[src/hdl/rsp_pkg.sv]
// ----------------------------------------------------------------------------
// rsp_pkg: types and helpers for the rectangle subtract pieces unit
// Coordinate type, request and piece payloads, pipeline stage record.
// ----------------------------------------------------------------------------
`default_nettype none

package rsp_pkg;

  localparam int unsigned CoordBits = 16;
  localparam int unsigned NumPieces = 4;

  // piece slots, in emission order
  localparam int unsigned SlotTop    = 0;
  localparam int unsigned SlotBottom = 1;
  localparam int unsigned SlotRight  = 2;
  localparam int unsigned SlotLeft   = 3;

  typedef logic signed [CoordBits-1:0] coord_t;

  typedef struct packed {
    coord_t rect_left;
    coord_t rect_top;
    coord_t rect_right;
    coord_t rect_bottom;
    coord_t mask_left;
    coord_t mask_top;
    coord_t mask_right;
    coord_t mask_bottom;
  } rsp_req_t;

  typedef struct packed {
    coord_t piece_left;
    coord_t piece_top;
    coord_t piece_right;
    coord_t piece_bottom;
    logic   last_piece;
  } rsp_piece_t;

  typedef struct packed {
    coord_t l;
    coord_t t;
    coord_t r;
    coord_t b;
  } box_t;

  // one pipeline stage: working copy, mask, pieces cut so far
  typedef struct packed {
    box_t                 w;
    box_t                 m;
    box_t [NumPieces-1:0] pc;
    logic [NumPieces-1:0] pv;
    logic                 covered;
  } stage_t;

  function automatic logic has_area(input box_t p);
    return (p.l < p.r) && (p.t < p.b);
  endfunction

endpackage

`default_nettype wire

[src/hdl/rect_subtract_pieces_unit.sv]
// ----------------------------------------------------------------------------
// rect_subtract_pieces_unit: rectangle minus mask, as up to four pieces
// Four-stage edge test pipeline followed by a piece emitter.
// ----------------------------------------------------------------------------
// Usage:
//   Input channel (in_valid_i / in_ready_o / in_req_i) carries one request:
//   a rectangle and a mask rectangle, right and bottom edges exclusive.
//   Output channel (out_valid_o / out_ready_i / piece_o) returns the visible
//   pieces in the order top, bottom, right, left; last_piece marks the final
//   piece of a request. A request with no visible area yields no piece.
//   Pipeline: stage 0 registers the request and tests the top edge, stages 1
//   to 3 test bottom, right and left and drop empty pieces, and the emitter
//   registers the kept pieces from stage 3 and presents them one by one.
//   Throughput: the emitter sends one piece per cycle while out_ready_i is
//   high, and loads the next request as the last piece of one is taken; a
//   request with no visible area passes through without holding it.
//   Reset clears all valid bits; the unit is ready at once afterwards.
//   When the receiver stalls the emitter holds its piece, the stages fill
//   behind it and in_ready_o drops once stage 0 is occupied and blocked.
// ----------------------------------------------------------------------------
`default_nettype none

module rect_subtract_pieces_unit
  import rsp_pkg::*;
(
  input  wire logic       clk_i,
  input  wire logic       rst_ni,
  input  wire logic       in_valid_i,
  output logic            in_ready_o,
  input  wire rsp_req_t   in_req_i,
  output logic            out_valid_o,
  input  wire logic       out_ready_i,
  output rsp_piece_t      piece_o
);

  stage_t s0_q, s1_q, s2_q, s3_q;
  stage_t s0_d, s1_d, s2_d, s3_d;
  logic   v0_q, v1_q, v2_q, v3_q;
  logic   rdy0, rdy1, rdy2, rdy3;

  box_t [NumPieces-1:0] em_pc_q;
  logic [NumPieces-1:0] em_keep_q, em_keep_d;
  logic [NumPieces-1:0] keep3;
  logic [NumPieces-1:0] sel;
  logic                 em_last;
  logic                 em_load;
  box_t                 em_box;

  // ---------------------------------------------------------------- stages
  always_comb begin
    s0_d        = '0;
    s0_d.w.l    = in_req_i.rect_left;
    s0_d.w.t    = in_req_i.rect_top;
    s0_d.w.r    = in_req_i.rect_right;
    s0_d.w.b    = in_req_i.rect_bottom;
    s0_d.m.l    = in_req_i.mask_left;
    s0_d.m.t    = in_req_i.mask_top;
    s0_d.m.r    = in_req_i.mask_right;
    s0_d.m.b    = in_req_i.mask_bottom;
  end

  // top edge test, plus the rectangle-inside-mask check
  always_comb begin
    s1_d         = s0_q;
    s1_d.covered = (s0_q.m.l <= s0_q.w.l) && (s0_q.w.r <= s0_q.m.r) &&
                   (s0_q.m.t <= s0_q.w.t) && (s0_q.w.b <= s0_q.m.b);
    if ((s0_q.w.t <= s0_q.m.t) && (s0_q.m.t <= s0_q.w.b) &&
        (s0_q.w.l <= s0_q.m.r) && (s0_q.w.r >= s0_q.m.l)) begin
      s1_d.pc[SlotTop]   = s0_q.w;
      s1_d.pc[SlotTop].b = s0_q.m.t;
      s1_d.pv[SlotTop]   = 1'b1;
      s1_d.w.t           = s0_q.m.t;
    end
  end

  // bottom edge test
  always_comb begin
    s2_d = s1_q;
    if ((s1_q.w.b >= s1_q.m.b) && (s1_q.m.b >= s1_q.w.t) &&
        (s1_q.w.r >= s1_q.m.l) && (s1_q.w.l <= s1_q.m.r)) begin
      s2_d.pc[SlotBottom]   = s1_q.w;
      s2_d.pc[SlotBottom].t = s1_q.m.b;
      s2_d.pv[SlotBottom]   = 1'b1;
      s2_d.w.b              = s1_q.m.b;
    end
  end

  // right edge test
  always_comb begin
    s3_d = s2_q;
    if ((s2_q.w.r >= s2_q.m.r) && (s2_q.m.r >= s2_q.w.l) &&
        (s2_q.w.t <= s2_q.m.b) && (s2_q.w.b >= s2_q.m.t)) begin
      s3_d.pc[SlotRight]   = s2_q.w;
      s3_d.pc[SlotRight].l = s2_q.m.r;
      s3_d.pv[SlotRight]   = 1'b1;
      s3_d.w.r             = s2_q.m.r;
    end
  end

  // left edge test, disjoint fallback, empty-piece drop
  stage_t s4;
  always_comb begin
    s4 = s3_q;
    if ((s3_q.w.l <= s3_q.m.l) && (s3_q.m.l <= s3_q.w.r) &&
        (s3_q.w.b >= s3_q.m.t) && (s3_q.w.t <= s3_q.m.b)) begin
      s4.pc[SlotLeft]   = s3_q.w;
      s4.pc[SlotLeft].r = s3_q.m.l;
      s4.pv[SlotLeft]   = 1'b1;
    end
    // nothing fired: working copy is still the original rectangle
    if (s4.pv == '0) begin
      s4.pc[SlotTop] = s3_q.w;
      s4.pv[SlotTop] = 1'b1;
    end
    for (int k = 0; k < NumPieces; k++) begin
      keep3[k] = s4.pv[k] && has_area(s4.pc[k]) && !s3_q.covered;
    end
  end

  // ------------------------------------------------------------ flow control
  assign rdy3       = !v3_q || em_load;
  assign rdy2       = !v2_q || rdy3;
  assign rdy1       = !v1_q || rdy2;
  assign rdy0       = !v0_q || rdy1;
  assign in_ready_o = rdy0;

  always_ff @(posedge clk_i or negedge rst_ni) begin
    if (!rst_ni) begin
      v0_q <= 1'b0;
      v1_q <= 1'b0;
      v2_q <= 1'b0;
      v3_q <= 1'b0;
    end else begin
      if (rdy0) v0_q <= in_valid_i;
      if (rdy1) v1_q <= v0_q;
      if (rdy2) v2_q <= v1_q;
      if (rdy3) v3_q <= v2_q;
    end
  end

  always_ff @(posedge clk_i) begin
    if (rdy0 && in_valid_i) s0_q <= s0_d;
    if (rdy1 && v0_q)       s1_q <= s1_d;
    if (rdy2 && v1_q)       s2_q <= s2_d;
    if (rdy3 && v2_q)       s3_q <= s3_d;
  end

  // ---------------------------------------------------------------- emitter
  assign sel     = em_keep_q & (~em_keep_q + 1'b1);
  assign em_last = (em_keep_q & ~sel) == '0;
  assign em_load = (em_keep_q == '0) || (out_ready_i && em_last);

  always_comb begin
    case (sel)
      4'b0010: em_box = em_pc_q[SlotBottom];
      4'b0100: em_box = em_pc_q[SlotRight];
      4'b1000: em_box = em_pc_q[SlotLeft];
      default: em_box = em_pc_q[SlotTop];
    endcase
  end

  always_comb begin
    em_keep_d = em_keep_q;
    if (em_load) begin
      em_keep_d = v3_q ? keep3 : '0;
    end else if (out_ready_i) begin
      em_keep_d = em_keep_q & ~sel;
    end
  end

  always_ff @(posedge clk_i or negedge rst_ni) begin
    if (!rst_ni) begin
      em_keep_q <= '0;
    end else begin
      em_keep_q <= em_keep_d;
    end
  end

  always_ff @(posedge clk_i) begin
    if (em_load && v3_q) em_pc_q <= s4.pc;
  end

  assign out_valid_o          = em_keep_q != '0;
  assign piece_o.piece_left   = em_box.l;
  assign piece_o.piece_top    = em_box.t;
  assign piece_o.piece_right  = em_box.r;
  assign piece_o.piece_bottom = em_box.b;
  assign piece_o.last_piece   = em_last;

`ifndef SYNTHESIS
  a_stage3_hold: assert property (@(posedge clk_i) disable iff (!rst_ni)
    v3_q && !rdy3 |=> v3_q && $stable(s3_q))
    else $error("stage 3 lost or changed a stalled request");

  a_accept_fills: assert property (@(posedge clk_i) disable iff (!rst_ni)
    in_valid_i && in_ready_o |=> v0_q)
    else $error("accepted request did not reach stage 0");

  a_piece_area: assert property (@(posedge clk_i) disable iff (!rst_ni)
    out_valid_o |-> (piece_o.piece_left < piece_o.piece_right) &&
                    (piece_o.piece_top < piece_o.piece_bottom))
    else $error("emitted piece has no area");

  a_sel_onehot: assert property (@(posedge clk_i) disable iff (!rst_ni)
    out_valid_o |-> $onehot(sel))
    else $error("emitter slot select not one-hot");
`endif

endmodule

`default_nettype wire
[config.mk]
export PLATFORM = sky130hd
export DESIGN_NAME = rect_subtract_pieces_unit
export DESIGN_NICKNAME = d
export VERILOG_FILES = /design/src/hdl/rsp_pkg.sv /design/src/hdl/rect_subtract_pieces_unit.sv
export SDC_FILE = /design/constraint.sdc
export NUM_CORES = 2
export LEC_CHECK = 0
export ABC_AREA = 1
export BUFFER_PORTS_ARGS = -buffer_cell sky130_fd_sc_hd__buf_2
export CELL_PAD_IN_SITES_DETAIL_PLACEMENT = 1
export CELL_PAD_IN_SITES_GLOBAL_PLACEMENT = 1
export CORE_MARGIN = 1.5
export CORE_UTILIZATION = 51
export DETAILED_ROUTE_END_ITERATION = 10
export PLACE_DENSITY_LB_ADDON = 0.1
export SYNTH_ARGS = -nofsm -noshare
export SYNTH_HDL_FRONTEND = slang
export SYNTH_SLANG_ARGS = --single-unit
[constraint.sdc]
create_clock -name clk_i -period 20.9 [get_ports clk_i]
set_clock_uncertainty 0.05 [all_clocks]
set_input_delay 1.045 -clock clk_i [delete_from_list [all_inputs] [get_ports clk_i]]
set_output_delay 1.045 -clock clk_i [all_outputs]
set_load 0.02 [all_outputs]
Word-level counts from Yosys, hierarchy flattened

Index checks and enable logic that the tools add are counted.

Word-level logic and storage cells: 179
Output and inout port bits: 67
Register bits: 1153
Input bits: 132

$add $sub $neg: 1
Multiplexer cells: 11
$lt $le $gt $ge: 28
Reduce and logical (&&, ||, !) cells: 48
Bitwise gates (word level): 4
Eq/ne operators: 3

Operators with widths:

| kind                | number |
|---|---|
| $le 16x16->1        | 12 |
| $pmux 64 s3         | 1 |
| $ge 16x16->1        | 8 |
| $lt 16x16->1        | 8 |
| $mux 64             | 2 |
| $mux 16             | 3 |
| $logic_and 1x1->1   | 33 |
| $logic_not 4->1     | 3 |
| $mux 4              | 3 |
| $and 4x4->4         | 2 |
| $not 4->4           | 2 |
| $logic_not 1->1     | 5 |
| $logic_or 1x1->1    | 5 |
| $add 4x1->4 const B | 1 |
| $eq 4x2->1 const B  | 1 |
| $eq 4x3->1 const B  | 1 |
| $eq 4x4->1 const B  | 1 |
| $reduce_bool 4->1   | 1 |
| $mux 1              | 2 |
| $reduce_bool 2->1   | 1 |

Logic depth before layout (Yosys ltp)

Depth in word-level cells: 13
Depth in mapped cells: 33
Depth with buffers taken out: 31

Worst setup path after synthesis

Ideal clock, no wire load.

Path kind: in2reg
From: input out_ready_i
To: register s3_q[0] in the netlist's numbering, enable pin
Setup time: 1.079 ns
Path buffers: 0
Required time: 19.771 ns
Path slack: 3.619 ns
Arrival time: 16.152 ns
Stages: 6
Path through: inv_1 nand2_1 inv_1 nor2_1 inv_1 a21oi_1

Longest elaborated chain between the ends: 4

RTL lines:

| element              | line                             | source |
|---|---|---|
| start, declared      | rect_subtract_pieces_unit.sv:32  | `input wire logic out_ready_i,` |
| $logic_and 1x1->1    | rect_subtract_pieces_unit.sv:151 | `assign em_load = (em_keep_q == '0) \|\| (out_ready_i && em_last);` |
| $logic_or 1x1->1     | rect_subtract_pieces_unit.sv:151 |  |
| $logic_or 1x1->1     | rect_subtract_pieces_unit.sv:121 | `assign rdy3 = !v3_q \|\| em_load;` |
| $logic_and 1x1->1    | rect_subtract_pieces_unit.sv:145 | `if (rdy3 && v2_q) s3_q <= s3_d;` |
| end signal, assigned | rect_subtract_pieces_unit.sv:145 |  |
| end, declared        | rect_subtract_pieces_unit.sv:36  | `stage_t s0_q, s1_q, s2_q, s3_q;` |

No other way between the ends.
A chain may end at the register's enable or synchronous reset.

==> results_dict.tcl <==
set metrics [dict create \
    status "complete, no violations" \
    start_kind "register" \
    core_mm2 0.0971 \
    antenna_found_initial 6 \
    synth-edff-count 1145 \
    relSlewSlack_pct 26.0 \
    setup_tns_ps 0 \
    grt_pass1_wl_mm 196 \
    fmax_mhz 178 \
    clockBufferDepth 3 \
    synthCells 3955 \
    antenna_left 0 \
    num_rows 114 \
    drt-total-wl_mm 134 \
    arrival_ps 6170 \
    overflow 0 \
    placed_cells 5383 \
    die_x_um 317 \
    drcViolationCount 0 \
    hold_path.class "primary input to asynchronous set/reset pin" \
    dp_hpwl_mm 99.4 \
    synth_top_cells_by_count "1145 x edfxtp_1, 722 x inv_1, 617 x nand2_1" \
    synth_top_area_share_pct 68.4 \
    netlist-cell-type-count 46 \
    synth_seq_cells 1153 \
    rsz0062_at_grt "no" \
    slowest_stage "buf_4" \
    grt_max_degree 185 \
    io_pins 199 \
    cts_buffers 119 \
    maxCapViolations 0 \
    first_pass_iters 5 \
    grt_pass1_vias 31100 \
    finalMaxSlewViolations 0 \
    layout.nets 4784 \
    worst_pin_slew_ps 1110 \
    gp_congestion 0.889 \
    syn_nets 4511 \
    cts_setup_buffers 0 \
    synth_largest_area_cell "edfxtp_1" \
    period_share_pct 26.9 \
    syn_area_per_cell_um2 12.7 \
    worstPathRequired_ps 21450 \
    syn_to_final_growth_pct 12.5 \
    cp_top_family "simple AND/OR/NAND/NOR gates" \
    drt-initial-drc-count 3064 \
    hold_violations 0 \
    async_flop_share_pct 0.694 \
    cts_sinks 1153 \
    critPathCaptureType "register" \
    synth.most_common_cell "edfxtp_1" \
    cts_hold_buf 0 \
    yosys-top-cells-area "edfxtp_1 68%, ha_1 11%, inv_1 5.4%" \
    path_buf_inv 3 \
    critPathMostFrequentCell "nand2_1" \
    path_max_fanout 95 \
    die_area_mm2 0.100 \
    via_count 30700 \
    fp.dieH_um 317 \
    peakVddDrop_mv 0.105 \
    start_util_pct 51.8 \
    period_minus_slack_ps 5610 \
    drive_above_1_share_pct 9.66 \
    path_cells "ha_1 -> nand2_1 -> nor3_1 -> nand2_1 -> nand2_1 -> nand2_1 -> nand3_1 -> nand2_1 -> inv_1 -> nand2_4 -> nand2_4 -> buf_4 -> o21ai_0 -> ha_1 -> nand2_1 -> inv_1 -> nand3_1 -> a31oi_1 -> a2111oi_0 -> nand3_1 -> nand3_1 -> o21bai_2" \
    synth_seq_area_share_pct 68.8 \
    power_density_mw_per_mm2 144 \
    vias_per_cell 5.48 \
    syn_area_mm2 0.0503 \
    slowest_delay_ps 730 \
    yosysWarningCount 0 \
    insertion_delay_ps 730 \
    htreeDepth 3 \
    p_leak_nw 24.4 \
    cts_resized 0 \
    wl_per_cell_um 23.9 \
    num_antenna_cells 0 \
    root_buffer "clkbuf_16" \
    crit_type "register to register" \
    cts_tree "done" \
    io_buffers 198 \
    cts.clk_slew.worst_paths_ps 60 \
    synthFlopType "edfxtp_1" \
    grt.total_usage_pct 26.8 \
    setup_viol 0 \
    stdcell_count 5605 \
]
## power by group
| group | switching, W | internal (W) |
|---|---|---|
| sequential | 0.000393 | 0.00347 |
| combinational | 0.00163 | 0.000643 |
| clock | 0.000900 | 0.00114 |
## per-stage QoR
stage | area (µm²) | hold slack (ps) | total power [W] | setup slack, ps | utilization, %
floorplan | 50300 | 350 | 0.00534 | 3620 | -
global placement | 52800 | 351 | 0.00605 | 15500 | 54.4
detailed placement | 52800 | 356 | 0.00617 | 15280 | 54.4
CTS | 56600 | 103 | 0.00821 | 15270 | 58.2
global route | 56600 | 123 | 0.00858 | 14880 | 58.2
finish | 56600 | 133 | 0.00817 | 15290 | 58.2
## worst register-to-register path, delay by kind of cell (launching register included)
kind	cells	cell delay (ps)
AO/OA/AOI/OAI	4	1170
AND/OR/NAND/NOR	13	2250
adder cells (fa/ha/maj)	2	740
flip-flops	1	390
buffers and inverters	3	900
## path summary, 6_finish.rpt
check,startpoint,to,slack [ps],cells past startpoint
setup / recovery,s3_q[324],em_keep_q[0],15290,22
hold / removal,rst_ni,v0_q,130,1
setup reg to reg,s3_q[324],em_keep_q[0],15290,22
hold reg to reg,s2_q[2],s3_q[2],370,0
max in group asynchronous,rst_ni,em_keep_q[0],20470,1
min in group clk_i,s2_q[2],s3_q[2],370,0
## registers in the layout, summed over array words and instances (netlist names)
register,count
v2_q,1
s1_q,194
v1_q,1
v0_q,1
s2_q,259
em_pc_q,256
em_keep_q,4
v3_q,1
s0_q,128
s3_q,308
## final cells by class
class,count,area [µm²]
Tap cell,1276,1600
Clock inverter,78,666
Timing Repair Buffer,221,1190
Fill cell,9632,40600
Inverter,729,2750
Clock buffer,144,3070
Multi-Input combinational cell,2004,12700
Sequential cell,1153,34600
## metal layers
metal,part of all wire (%),up-vias,track usage (%)
li1,-,14200,-
met1,50,15400,44.2
met2,40,1032,37.0
met3,8.0,123,4.38
met4,1.5,0,5.67
met5,0,-,0
## cells by family after synthesis
kind of cell / synth area share [%]
AO/OA/AOI/OAI: 4.85
flip-flops: 68.8
XOR/XNOR: 0.122
buffers and inverters: 6.02
AND/OR/NAND/NOR: 9.68
adder cells (fa/ha/maj): 10.6
## cell usage in the layout, fill, tap and decap left out, types with 7 or more instances in the layout
cell type and instances:
dfrtp_1 8, nand3_1 56, a21oi_1 158, nand4_1 116, clkbuf_1 25, nor3_1 24, o221ai_1 11, a21o_1 14
ha_1 424, nand3b_1 11, a211oi_1 12, a31oi_1 9, o21ai_0 93, buf_4 21, nor2_1 324, edfxtp_1 1145
bufinv_16 7, clkbuf_16 119, inv_1 720, clkinvlp_4 9, nand2_1 617, o211ai_1 11, o21a_1 11, clkinv_1 31
o21ai_1 8, clkinv_2 26, buf_2 198, o21bai_1 54
No activity file was read; power rests on OpenSTA's default activity.
